==> src/sv/nihm3_pkg.sv <==
// ----------------------------------------------------------------------------
// nihm3_pkg: shared types and constants of the identifier hash unit
// Mixing constants, byte-count codes and the queue entry that carries a
// classified, pre-mixed item from the front end to the hash engine.
// ----------------------------------------------------------------------------
package nihm3_pkg;

    localparam logic [31:0] MIX_C1    = 32'hcc9e2d51;
    localparam logic [31:0] MIX_C2    = 32'h1b873593;
    localparam logic [31:0] MIX_ADD   = 32'he6546b64;
    localparam logic [31:0] FIN_M1    = 32'h85ebca6b;
    localparam logic [31:0] FIN_M2    = 32'hc2b2ae35;
    localparam logic [31:0] KNUTH_MUL = 32'd2654435761;

    // Stream widths on the ports.
    localparam int IN_DATA_W  = 72;
    localparam int IN_USER_W  = 2;
    localparam int OUT_DATA_W = 32;

    // How much of a byte-string word takes part in the mix.
    localparam logic [1:0] NB_NONE    = 2'd0;
    localparam logic [1:0] NB_PARTIAL = 2'd1;
    localparam logic [1:0] NB_FULL    = 2'd2;

    // Depth of the queue between front end and hash engine.
    localparam int QUEUE_DEPTH = 2;
    localparam int QUEUE_PTR_W = $clog2(QUEUE_DEPTH);
    localparam int QUEUE_CNT_W = $clog2(QUEUE_DEPTH + 1);

    typedef struct packed {
        logic        numeric;   // numeric identifier, k holds the final hash
        logic        first;
        logic        last;
        logic [1:0]  nb_code;
        logic [31:0] k;         // pre-mixed word or Knuth product
        logic [31:0] length;
    } queue_entry_t;

    function automatic logic [31:0] rotl15(input logic [31:0] v);
        rotl15 = {v[16:0], v[31:17]};
    endfunction

    function automatic logic [31:0] rotl13(input logic [31:0] v);
        rotl13 = {v[18:0], v[31:19]};
    endfunction

endpackage

==> src/sv/nihm3_front.sv <==
// ----------------------------------------------------------------------------
// nihm3_front: input front end
// Accepts one item, classifies it, masks the valid bytes and runs the
// state-free multiplications before handing the item to the queue.
// ----------------------------------------------------------------------------
module nihm3_front
(
    input  logic                                  clk,
    input  logic                                  rst_n,
    input  logic                                  s_axis_tvalid,
    output logic                                  s_axis_tready,
    input  logic [nihm3_pkg::IN_DATA_W-1:0]       s_axis_tdata,
    input  logic [nihm3_pkg::IN_USER_W-1:0]       s_axis_tuser,
    input  logic                                  s_axis_tlast,
    output logic                                  push,
    output nihm3_pkg::queue_entry_t               push_entry,
    input  logic                                  queue_full
);

    localparam logic [1:0] ST_IDLE = 2'd0;
    localparam logic [1:0] ST_MUL1 = 2'd1;
    localparam logic [1:0] ST_MUL2 = 2'd2;
    localparam logic [1:0] ST_PUSH = 2'd3;

    logic [1:0]  state_reg, state_next;
    logic        numeric_reg, numeric_next;
    logic        first_reg, first_next;
    logic        last_reg, last_next;
    logic [1:0]  nb_code_reg, nb_code_next;
    logic [31:0] word_reg, word_next;
    logic [31:0] length_reg, length_next;
    logic [31:0] k_reg, k_next;

    logic        accept;
    logic [31:0] in_word;
    logic [2:0]  in_nb;
    logic [31:0] byte_mask;
    logic [1:0]  in_nb_code;
    logic [31:0] mul_factor;

    assign s_axis_tready = (state_reg == ST_IDLE);
    assign accept        = s_axis_tvalid && s_axis_tready;
    assign in_word       = s_axis_tdata[31:0];
    assign in_nb         = s_axis_tdata[34:32];

    always_comb
    begin
        case (in_nb)
            3'd0:
            begin
                byte_mask  = 32'h0000_0000;
                in_nb_code = nihm3_pkg::NB_NONE;
            end
            3'd1:
            begin
                byte_mask  = 32'h0000_00ff;
                in_nb_code = nihm3_pkg::NB_PARTIAL;
            end
            3'd2:
            begin
                byte_mask  = 32'h0000_ffff;
                in_nb_code = nihm3_pkg::NB_PARTIAL;
            end
            3'd3:
            begin
                byte_mask  = 32'h00ff_ffff;
                in_nb_code = nihm3_pkg::NB_PARTIAL;
            end
            default:
            begin
                // Four or more bytes count as a full word.
                byte_mask  = 32'hffff_ffff;
                in_nb_code = nihm3_pkg::NB_FULL;
            end
        endcase
    end

    assign mul_factor = numeric_reg ? nihm3_pkg::KNUTH_MUL : nihm3_pkg::MIX_C1;

    always_comb
    begin
        state_next   = state_reg;
        numeric_next = numeric_reg;
        first_next   = first_reg;
        last_next    = last_reg;
        nb_code_next = nb_code_reg;
        word_next    = word_reg;
        length_next  = length_reg;
        k_next       = k_reg;
        push         = 1'b0;
        case (state_reg)
            ST_IDLE:
            begin
                if (accept)
                begin
                    numeric_next = ~s_axis_tuser[0];
                    first_next   = s_axis_tuser[1];
                    last_next    = s_axis_tlast;
                    nb_code_next = in_nb_code;
                    word_next    = s_axis_tuser[0] ? (in_word & byte_mask) : in_word;
                    length_next  = s_axis_tdata[66:35];
                    state_next   = ST_MUL1;
                end
            end
            ST_MUL1:
            begin
                k_next     = word_reg * mul_factor;
                state_next = ST_MUL2;
            end
            ST_MUL2:
            begin
                if (!numeric_reg)
                begin
                    k_next = nihm3_pkg::rotl15(k_reg) * nihm3_pkg::MIX_C2;
                end
                state_next = ST_PUSH;
            end
            ST_PUSH:
            begin
                if (!queue_full)
                begin
                    push       = 1'b1;
                    state_next = ST_IDLE;
                end
            end
            default:
            begin
                state_next = ST_IDLE;
            end
        endcase
    end

    assign push_entry.numeric = numeric_reg;
    assign push_entry.first   = first_reg;
    assign push_entry.last    = last_reg;
    assign push_entry.nb_code = nb_code_reg;
    assign push_entry.k       = k_reg;
    assign push_entry.length  = length_reg;

    always_ff @(posedge clk or negedge rst_n)
    begin
        if (!rst_n)
        begin
            state_reg <= ST_IDLE;
        end
        else
        begin
            state_reg <= state_next;
        end
    end

    always_ff @(posedge clk)
    begin
        numeric_reg <= numeric_next;
        first_reg   <= first_next;
        last_reg    <= last_next;
        nb_code_reg <= nb_code_next;
        word_reg    <= word_next;
        length_reg  <= length_next;
        k_reg       <= k_next;
    end

endmodule

==> src/sv/nihm3_fifo.sv <==
// ----------------------------------------------------------------------------
// nihm3_fifo: item queue
// Short first-in first-out queue of classified items between the front end
// and the hash engine.
// ----------------------------------------------------------------------------
module nihm3_fifo
(
    input  logic                     clk,
    input  logic                     rst_n,
    input  logic                     wr_en,
    input  nihm3_pkg::queue_entry_t  wr_data,
    output logic                     full,
    input  logic                     rd_en,
    output nihm3_pkg::queue_entry_t  rd_data,
    output logic                     empty
);

    nihm3_pkg::queue_entry_t entry_reg [nihm3_pkg::QUEUE_DEPTH];

    logic [nihm3_pkg::QUEUE_PTR_W-1:0] wr_ptr_reg, wr_ptr_next;
    logic [nihm3_pkg::QUEUE_PTR_W-1:0] rd_ptr_reg, rd_ptr_next;
    logic [nihm3_pkg::QUEUE_CNT_W-1:0] count_reg, count_next;
    logic                              do_wr;
    logic                              do_rd;

    assign full    = (count_reg == nihm3_pkg::QUEUE_CNT_W'(nihm3_pkg::QUEUE_DEPTH));
    assign empty   = (count_reg == '0);
    assign do_wr   = wr_en && !full;
    assign do_rd   = rd_en && !empty;
    assign rd_data = entry_reg[rd_ptr_reg];

    always_comb
    begin
        wr_ptr_next = wr_ptr_reg;
        rd_ptr_next = rd_ptr_reg;
        count_next  = count_reg;
        if (do_wr)
        begin
            wr_ptr_next = (wr_ptr_reg == nihm3_pkg::QUEUE_PTR_W'(nihm3_pkg::QUEUE_DEPTH - 1))
                          ? '0 : wr_ptr_reg + 1'b1;
        end
        if (do_rd)
        begin
            rd_ptr_next = (rd_ptr_reg == nihm3_pkg::QUEUE_PTR_W'(nihm3_pkg::QUEUE_DEPTH - 1))
                          ? '0 : rd_ptr_reg + 1'b1;
        end
        if (do_wr && !do_rd)
        begin
            count_next = count_reg + 1'b1;
        end
        else if (do_rd && !do_wr)
        begin
            count_next = count_reg - 1'b1;
        end
    end

    always_ff @(posedge clk or negedge rst_n)
    begin
        if (!rst_n)
        begin
            wr_ptr_reg <= '0;
            rd_ptr_reg <= '0;
            count_reg  <= '0;
        end
        else
        begin
            wr_ptr_reg <= wr_ptr_next;
            rd_ptr_reg <= rd_ptr_next;
            count_reg  <= count_next;
        end
    end

    always_ff @(posedge clk)
    begin
        if (do_wr)
        begin
            entry_reg[wr_ptr_reg] <= wr_data;
        end
    end

endmodule

==> src/sv/nihm3_back.sv <==
// ----------------------------------------------------------------------------
// nihm3_back: hash engine
// Folds queued words into the running hash, latches the string length and
// runs the finalizer through states FIN1 and FIN2 into the output register.
// ----------------------------------------------------------------------------
module nihm3_back
(
    input  logic                                  clk,
    input  logic                                  rst_n,
    input  logic                                  queue_empty,
    input  nihm3_pkg::queue_entry_t               pop_entry,
    output logic                                  pop,
    output logic                                  m_axis_tvalid,
    input  logic                                  m_axis_tready,
    output logic [nihm3_pkg::OUT_DATA_W-1:0]      m_axis_tdata
);

    localparam logic [1:0] ST_IDLE = 2'd0;
    localparam logic [1:0] ST_FIN1 = 2'd1;
    localparam logic [1:0] ST_FIN2 = 2'd2;
    localparam logic [1:0] ST_OUT  = 2'd3;

    logic [1:0]  state_reg, state_next;
    logic [31:0] hash_reg, hash_next;
    logic [31:0] saved_reg, saved_next;
    logic [31:0] fin_reg, fin_next;
    logic [31:0] out_reg, out_next;

    logic [31:0] h_start;
    logic [31:0] h_xor;
    logic [31:0] h_rot;
    logic [31:0] h_mixed;
    logic [31:0] saved_sel;
    logic [31:0] fin_in;
    logic [31:0] prod;

    assign h_start   = pop_entry.first ? pop_entry.length : hash_reg;
    assign saved_sel = pop_entry.first ? pop_entry.length : saved_reg;
    assign h_xor     = h_start ^ pop_entry.k;
    assign h_rot     = nihm3_pkg::rotl13(h_xor);

    always_comb
    begin
        case (pop_entry.nb_code)
            nihm3_pkg::NB_FULL:    h_mixed = {h_rot[29:0], 2'b00} + h_rot + nihm3_pkg::MIX_ADD;
            nihm3_pkg::NB_PARTIAL: h_mixed = h_xor;
            default:               h_mixed = h_start;
        endcase
    end

    assign fin_in = h_mixed ^ saved_sel;
    assign prod   = fin_reg * ((state_reg == ST_FIN1) ? nihm3_pkg::FIN_M1 : nihm3_pkg::FIN_M2);

    always_comb
    begin
        state_next = state_reg;
        hash_next  = hash_reg;
        saved_next = saved_reg;
        fin_next   = fin_reg;
        out_next   = out_reg;
        pop        = 1'b0;
        case (state_reg)
            ST_IDLE:
            begin
                if (!queue_empty)
                begin
                    pop = 1'b1;
                    if (pop_entry.numeric)
                    begin
                        // Numeric identifiers leave the stream state alone.
                        out_next   = pop_entry.k;
                        state_next = ST_OUT;
                    end
                    else
                    begin
                        hash_next  = h_mixed;
                        saved_next = saved_sel;
                        if (pop_entry.last)
                        begin
                            fin_next   = fin_in ^ {16'h0000, fin_in[31:16]};
                            state_next = ST_FIN1;
                        end
                    end
                end
            end
            ST_FIN1:
            begin
                fin_next   = prod ^ {13'h0000, prod[31:13]};
                state_next = ST_FIN2;
            end
            ST_FIN2:
            begin
                out_next   = prod ^ {16'h0000, prod[31:16]};
                state_next = ST_OUT;
            end
            ST_OUT:
            begin
                if (m_axis_tready)
                begin
                    state_next = ST_IDLE;
                end
            end
            default:
            begin
                state_next = ST_IDLE;
            end
        endcase
    end

    assign m_axis_tvalid = (state_reg == ST_OUT);
    assign m_axis_tdata  = out_reg;

    always_ff @(posedge clk or negedge rst_n)
    begin
        if (!rst_n)
        begin
            state_reg <= ST_IDLE;
            hash_reg  <= '0;
            saved_reg <= '0;
        end
        else
        begin
            state_reg <= state_next;
            hash_reg  <= hash_next;
            saved_reg <= saved_next;
        end
    end

    always_ff @(posedge clk)
    begin
        fin_reg <= fin_next;
        out_reg <= out_next;
    end

endmodule

==> src/sv/node_id_hash_murmur3.sv <==
// ----------------------------------------------------------------------------
// node_id_hash_murmur3: identifier hash unit
// Knuth multiplicative hash for numeric identifiers and a 32-bit murmur
// style hash for byte-string identifiers streamed as little-endian words.
// ----------------------------------------------------------------------------
//
// Channel   Dir  Fields (lowest bit first)
// s_axis    in   tdata: word[31:0], valid_bytes[34:32], total_length[66:35]
//                tuser: command[0], first[1]   tlast: last
// m_axis    out  tdata: hash_value[31:0]
//
// The front end works on one item at a time: it accepts the item, runs the two
// multiplications of the word pre-mix, then enters it into the queue once there
// is room. The hash engine folds each popped word into the running hash; a
// string's last word then passes through the finalizer states FIN1 and FIN2,
// after which the hash waits in the output register until taken.
// A numeric item goes to the output register in the cycle it is popped.
// Reset clears the running hash and the latched length. A stall at the
// output lets the two-entry queue fill, and only then is the input stalled.
//
module node_id_hash_murmur3
(
    input  logic                                  clk,
    input  logic                                  rst_n,
    input  logic                                  s_axis_tvalid,
    output logic                                  s_axis_tready,
    // word, valid_bytes, total_length, zero fill
    input  logic [nihm3_pkg::IN_DATA_W-1:0]       s_axis_tdata,
    // command, first
    input  logic [nihm3_pkg::IN_USER_W-1:0]       s_axis_tuser,
    input  logic                                  s_axis_tlast,
    output logic                                  m_axis_tvalid,
    input  logic                                  m_axis_tready,
    // hash_value
    output logic [nihm3_pkg::OUT_DATA_W-1:0]      m_axis_tdata
);

    // Classified, pre-mixed items travel from the front end to the engine
    // through the queue, so either side can stall on its own.
    nihm3_pkg::queue_entry_t push_entry;
    nihm3_pkg::queue_entry_t pop_entry;
    logic                    push;
    logic                    pop;
    logic                    queue_full;
    logic                    queue_empty;

    nihm3_front u_front
    (
        .clk           (clk),
        .rst_n         (rst_n),
        .s_axis_tvalid (s_axis_tvalid),
        .s_axis_tready (s_axis_tready),
        .s_axis_tdata  (s_axis_tdata),
        .s_axis_tuser  (s_axis_tuser),
        .s_axis_tlast  (s_axis_tlast),
        .push          (push),
        .push_entry    (push_entry),
        .queue_full    (queue_full)
    );

    nihm3_fifo u_fifo
    (
        .clk     (clk),
        .rst_n   (rst_n),
        .wr_en   (push),
        .wr_data (push_entry),
        .full    (queue_full),
        .rd_en   (pop),
        .rd_data (pop_entry),
        .empty   (queue_empty)
    );

    // The engine holds the running hash and the length of the string in
    // progress; each completed identifier becomes one transfer on m_axis.
    nihm3_back u_back
    (
        .clk           (clk),
        .rst_n         (rst_n),
        .queue_empty   (queue_empty),
        .pop_entry     (pop_entry),
        .pop           (pop),
        .m_axis_tvalid (m_axis_tvalid),
        .m_axis_tready (m_axis_tready),
        .m_axis_tdata  (m_axis_tdata)
    );

endmodule

==> config.mk <==
export PLATFORM = sky130hd
export DESIGN_NAME = node_id_hash_murmur3
export DESIGN_NICKNAME = d
export VERILOG_FILES = /design/src/sv/nihm3_pkg.sv /design/src/sv/nihm3_front.sv /design/src/sv/nihm3_fifo.sv /design/src/sv/nihm3_back.sv /design/src/sv/node_id_hash_murmur3.sv
export SDC_FILE = /design/constraint.sdc
export NUM_CORES = 2
export LEC_CHECK = 0
export ABC_CLOCK_PERIOD_IN_PS = 11500
export BUFFER_PORTS_ARGS = -buffer_cell sky130_fd_sc_hd__buf_2
export CAP_MARGIN = 20
export CORE_MARGIN = 5
export CORE_UTILIZATION = 40
export CTS_BUF_LIST = sky130_fd_sc_hd__clkbuf_8
export DETAILED_ROUTE_END_ITERATION = 7
export HOLD_SLACK_MARGIN = 0.1
export SLEW_MARGIN = 10
export SYNTH_ARGS = -nofsm -noshare
export SYNTH_HDL_FRONTEND = slang
export SYNTH_HIERARCHICAL = 1
export SYNTH_SLANG_ARGS = --single-unit
==> constraint.sdc <==
create_clock -name clk -period 11.5 [get_ports clk]
set_clock_uncertainty 0.05 [all_clocks]
set_input_delay 0 -clock clk [delete_from_list [all_inputs] [get_ports clk]]
set_output_delay 0 -clock clk [all_outputs]
set_load 0.01 [all_outputs]
### After elaboration in Yosys (flattened, before gate mapping)

Memories as Yosys holds them, arrays and structs flattened.
Index checks and enable logic that the tools add are counted.
Widths: inputs -> output; s select.

| cells by class | value |
|---|---|
| add/subtract/negate cells | 6 |
| multiply operators | 3 |
| divide/modulo/power cells | 0 |
| magnitude comparators | 0 |
| equal/unequal tests | 21 |
| shift operators | 0 |
| muxes and demuxes | 35 |
| bitwise gates (word level) | 9 |
| reductions and logical operators | 25 |

Operators by type and width:

| operator | number |
|---|---|
| $mux 32 | 9 |
| $pmux 32 s2 | 4 |
| $pmux 32 s4 | 1 |
| $mul 32x32->32 | 2 |
| $xor 32x16->32 | 2 |
| $xor 32x32->32 | 2 |
| $mux 31 | 2 |
| $add 32x32->32 | 1 |
| $add 32x32->32 const B | 1 |
| $and 32x32->32 | 1 |
| $mul 32x29->32 const B | 1 |
| $xor 32x19->32 | 1 |
| $mux 2 | 8 |
| $pmux 2 s4 | 2 |
| $ne 2x2->1 const B | 7 |
| $eq 2x2->1 const B | 6 |
| $reduce_and 3->1 | 3 |
| $mux 1 | 8 |
| $reduce_bool 2->1 | 4 |
| $eq 2x1->1 const B | 3 |
| $eq 3x2->1 const B | 2 |
| $logic_not 2->1 | 3 |
| $reduce_and 2->1 | 3 |
| $logic_and 1x1->1 | 5 |
| 12 further kinds | 18 |

| storage, ports and cells | value |
|---|---|
| register bits | 237 |
| latch bits | 0 |
| bits in writable memories | 138 |
| ROM bits | 0 |
| input port bits | 79 |
| memories | 1 |

Memory list:

| name | words | bits a word | read ports | clocked after Yosys merged registers in | wr ports | RTL line | text |
|---|---|---|---|---|---|---|---|
| u_fifo.entry_reg | 2 | 69 | 1 | 0 | 1 | nihm3_fifo.sv:18 | `nihm3_pkg::queue_entry_t entry_reg [nihm3_pkg::QUEUE_DEPTH];` |

### Logic depth before layout (Yosys ltp)

An unclocked memory read counts as a cell.

| logic depth | value |
|---|---|
| depth after elaboration | 12 |
| mapped depth | 33 |
| gate-level depth less buffers | 31 |

### By module

The synthesis kept the hierarchy.

Modules (own cells, without submodules):

| module | instances | cells each | area an instance (um2) | seq. area each (um2) |
|---|---|---|---|---|
| nihm3_front | 1 | 2,246 | 22,903.2 | 3,083.0 |
| nihm3_back | 1 | 2,357 | 22,233.8 | 3,573.4 |
| nihm3_fifo | 1 | 234 | 5,527.8 | 4,244.1 |

### Worst setup path before layout

OpenSTA, ideal clock, no wires.

| path | value |
|---|---|
| kind | register -> register |
| start | register u_back.state_reg[1] |
| end | register u_back.out_reg[30] (netlist: u_back/m_axis_tdata[30]) (data pin) |
| setup time | 260 ps |
| arrival time | 7,896 ps |
| required time | 11,190 ps |
| setup slack | 3,294 ps |
| stages on the path, launching flop included | 30 |
| clock period less this slack | 8,206 ps |
| cell sequence | dfrtp_1 -> inv_1 -> ha_1 -> clkbuf_8 -> clkbuf_1 -> buf_1 -> nor2b_1 -> ha_1 -> fa_1 -> fa_1 -> inv_1 -> fa_1 -> inv_1 -> fa_1 -> fa_1 -> fa_1 -> inv_1 -> fa_1 -> inv_1 -> ha_1 -> a21o_1 -> a21o_1 -> a21oi_1 -> o21ai_0 -> a2111oi_0 -> a211oi_1 -> a21o_1 -> a21o_1 -> xor2_1 -> mux2_2 |

| between the ends | value |
|---|---|
| word-level cells in the longest chain between the ends | 5 |
| elaborated cells between the ends (all ways) | 7 |

RTL lines:

| item | RTL line | text |
|---|---|---|
| start: declaration | nihm3_back.sv:23 | `logic [1:0] state_reg, state_next;` |
| start signal: assignment | nihm3_back.sv:123 | `state_reg <= state_next;` |
| $eq 2x1->1 | nihm3_back.sv:52 | `assign prod = fin_reg * ((state_reg == ST_FIN1) ? nihm3_pkg::FIN_M1 : nihm3_pkg::FIN_M2);` |
| $mux 31 | nihm3_back.sv:52 |  |
| $mul 32x32->32 | nihm3_back.sv:52 |  |
| $xor 32x16->32 | nihm3_back.sv:93 | `out_next = prod ^ {16'h0000, prod[31:16]};` |
| $pmux 32 s2 * | nihm3_back.sv:62 | `case (state_reg)` |
| net u_back.out_next[30] | nihm3_back.sv:27 | `logic [31:0] out_reg, out_next;` |
| end signal: assignment | nihm3_back.sv:132 | `out_reg <= out_next;` |
| end: declaration | nihm3_back.sv:27 |  |

Mark *: on every way through the listed nets, which the timed path passes. The rest lies on a longest branch.
A chain may end at the register's enable or synchronous reset.

### Worst setup path after layout

| path | value |
|---|---|
| start | register u_back.state_reg[1] |
| end | register u_back.out_reg[15] (netlist: u_back/m_axis_tdata[15]) (data pin) |

The elaborated chain is that of the path after synthesis.

==> reports/metrics.cfg <==
[timing]
worstMarginPinSlew_ns=1.09
rsz0062_at_grt=no
fin_crit_sh_pct=80.2
setup_viol=0
relSlewSlack_pct=27.0
timing.fmax_mhz=108
final-hold-violation-count=0
fin_crit_ns=9.22
drv_slew=0
tns_ns=0

[cells_and_area]
finalNetCount=6484
drive_above_1_share_pct=8.42
nFillCells=12000
multi_input_area_mm2=0.0347
regArea_mm2=0.0109
antennaDiodeCount=0
syn_to_final_growth_pct=10.3
largest_reg_flops=138

[synth]
yosysUniqueCellTypes=93
synthTopCellsByArea=fa_1 27%, edfxtp_1 18%, ha_1 16%, inv_1 8.7%, xnor2_1 5.2%
syn_inst=4837
yosysWarnings=6
synth.most_common_cell=inv_1
seq_area_frac_synth_pct=21.5
synth-main-ff-cell=edfxtp_1
synth_edf_count=303
syn_area_per_cell_um2=10.5
netlist_top_cells_count=1179 x inv_1, 688 x fa_1, 636 x ha_1, 303 x edfxtp_1, 301 x xnor2_1
synth-seq-cells=375
synth_top_area_share_pct=27.2
syn_area_mm2=0.0507
async_flop_share_pct=19.2
synth_top_cell_by_area=fa_1

[placed_design]
hpwl_mm=117
io_buffers=107
gp_congestion=0.953

[cts]
tritoncts=done
cts.clk_slew.worst_paths_ns=0.07
cts_buffers=59
cts_sinks=375
worstSkewPairLatency_ns=0.70
cts_root_buffer=clkbuf_8
clockBufferDepth=3
h-tree-depth=2

[grt]
grt_max_degree=73
grt_use_met2_pct=35.9
busiest_layer=met2
met3_usage_pct=2.97
grt_pass1_vias=36600
grt_usage_pct=21.6
grt_use_met1_pct=29.5
antenna_found_initial=6
grt_pass1_wl_mm=223
grt_overflow=0

[routing]
vias_per_cell=5.04
drt_iter0_markers=2302
drc=0
drtAntennaViolNets=0
wl_mm=144
post_drt_wl_per_cell_um=21.2
vias=34200
drt_pre_antenna_iters=6

[critical_path]
slowest_stage=ha_2
cp_common_cell=fa_1
arrival_ns=9.62
crit_fanout=35
max_stage_delay_ns=0.78
endpoint_kind=flip-flop
rr_worst_depth=26
critical_path_class=flip-flop to flip-flop
worstSetupStartpointType=flip-flop
crit_required_ns=11.90

[outcome]
status=completed

[die]
io_pins=113
die_area_mm2=0.134
die_h_um=366
coreArea_mm2=0.126
dieWidth_um=366
rows=130
start_util_pct=40.3

[run]
max_cap_viol_count=0

[min_path]
hold_path.class=input pin to flip-flop
hold_depth=4

==> through the flow <==
step	cells	area [um^2]	hold WS, ns	setup slack, ns	utilization [%]
after floorplan	4842	50700	-0.346	3.29	-
after global placement	6502	52900	0.128	2.40	42.1
after detailed placement	6502	52900	0.129	2.40	42.1
after CTS	6780	55800	0.201	2.36	44.4
after global routing	6781	55900	0.235	2.01	44.4
final	6781	55900	0.272	2.28	44.4
==> cells by family after synthesis <==
| family | after synthesis | share of synthesized area, % |
|---|---|---|
| compound gates | 530 | 6.94 |
| xor+xnor | 403 | 7.09 |
| fa+ha+maj | 1324 | 42.9 |
| buf+inv | 1313 | 10.1 |
| flops | 375 | 21.5 |
| mux | 214 | 5.07 |
| other cells | 1 | 0.00740 |
| simple gates | 677 | 6.35 |
==> worst max-delay path, delay by kind of cell (launching register included) <==
kind,cells,cell delay (ns)
adder cells (fa/ha/maj),10,4.81
AND/OR/NAND/NOR,6,1.69
AO/OA/AOI/OAI,3,0.79
XOR/XNOR,3,0.59
flip-flops,1,0.42
buffers and inverters,3,0.30
multiplexers,1,0.27
==> timing repair <==
item / CTS / global route
buffers inserted: 0 / 0
gates resized for setup: 0 / 0
hold endpoints to repair: 157 / 0
hold buffers: 167 / 0
==> path summary, 6_finish.rpt <==
| check | from | to | slack (ns) |
|---|---|---|---|
| min reg2reg | u_front/length_reg[26] | u_fifo/entry_reg[0][26] | 0.38 |
| max in group asynchronous | rst_n | u_fifo/count_reg[1] | 10.66 |
| min in group asynchronous | rst_n | u_back/hash_reg[18] | 0.39 |
| max | u_back/state_reg[1] | u_back/m_axis_tdata[15] | 2.28 |
| min | s_axis_tdata[33] | u_front/nb_code_reg[0] | 0.27 |
| max reg2reg | u_back/state_reg[1] | u_back/m_axis_tdata[15] | 2.28 |
==> metal layers <==
metal | part of all wire, % | routed length [um] | up-vias
met3 | 5.5 | 7940 | 236
met1 | 44 | 63200 | 17100
met4 | 3.5 | 5020 | 0
met5 | 0 | 0 | -
met2 | 47 | 67500 | 991
li1 | - | - | 15800
==> placed cells by master (no fill, tap or decap), types with 55 or more instances in the layout <==
cell           count
inv_1           1201
fa_1             688
ha_1             633
edfxtp_1         303
xnor2_1          301
nand2_1          217
dlygate4sd3_1    166
nor2_1           158
o21ai_0          142
a21oi_1          131
buf_2            106
xor2_1            97
mux2i_1           82
dfrtp_1           71
mux2_4            70
clkbuf_8          68
a21o_1            66
mux2_2            62
and2_1            55
==> cell type report <==
cell class	instances	area share (%)
well taps	1650	3.70
clock buffers	68	1.68
inverters	1181	7.94
multi-input cells	3154	62.1
clock inverters	43	0.531
flip-flops and latches	375	19.5
repair buffers	310	4.52
Power is left out: the tool's default activity adds up to more than one toggle a clock period on the data nets, which glitch-free logic cannot reach.
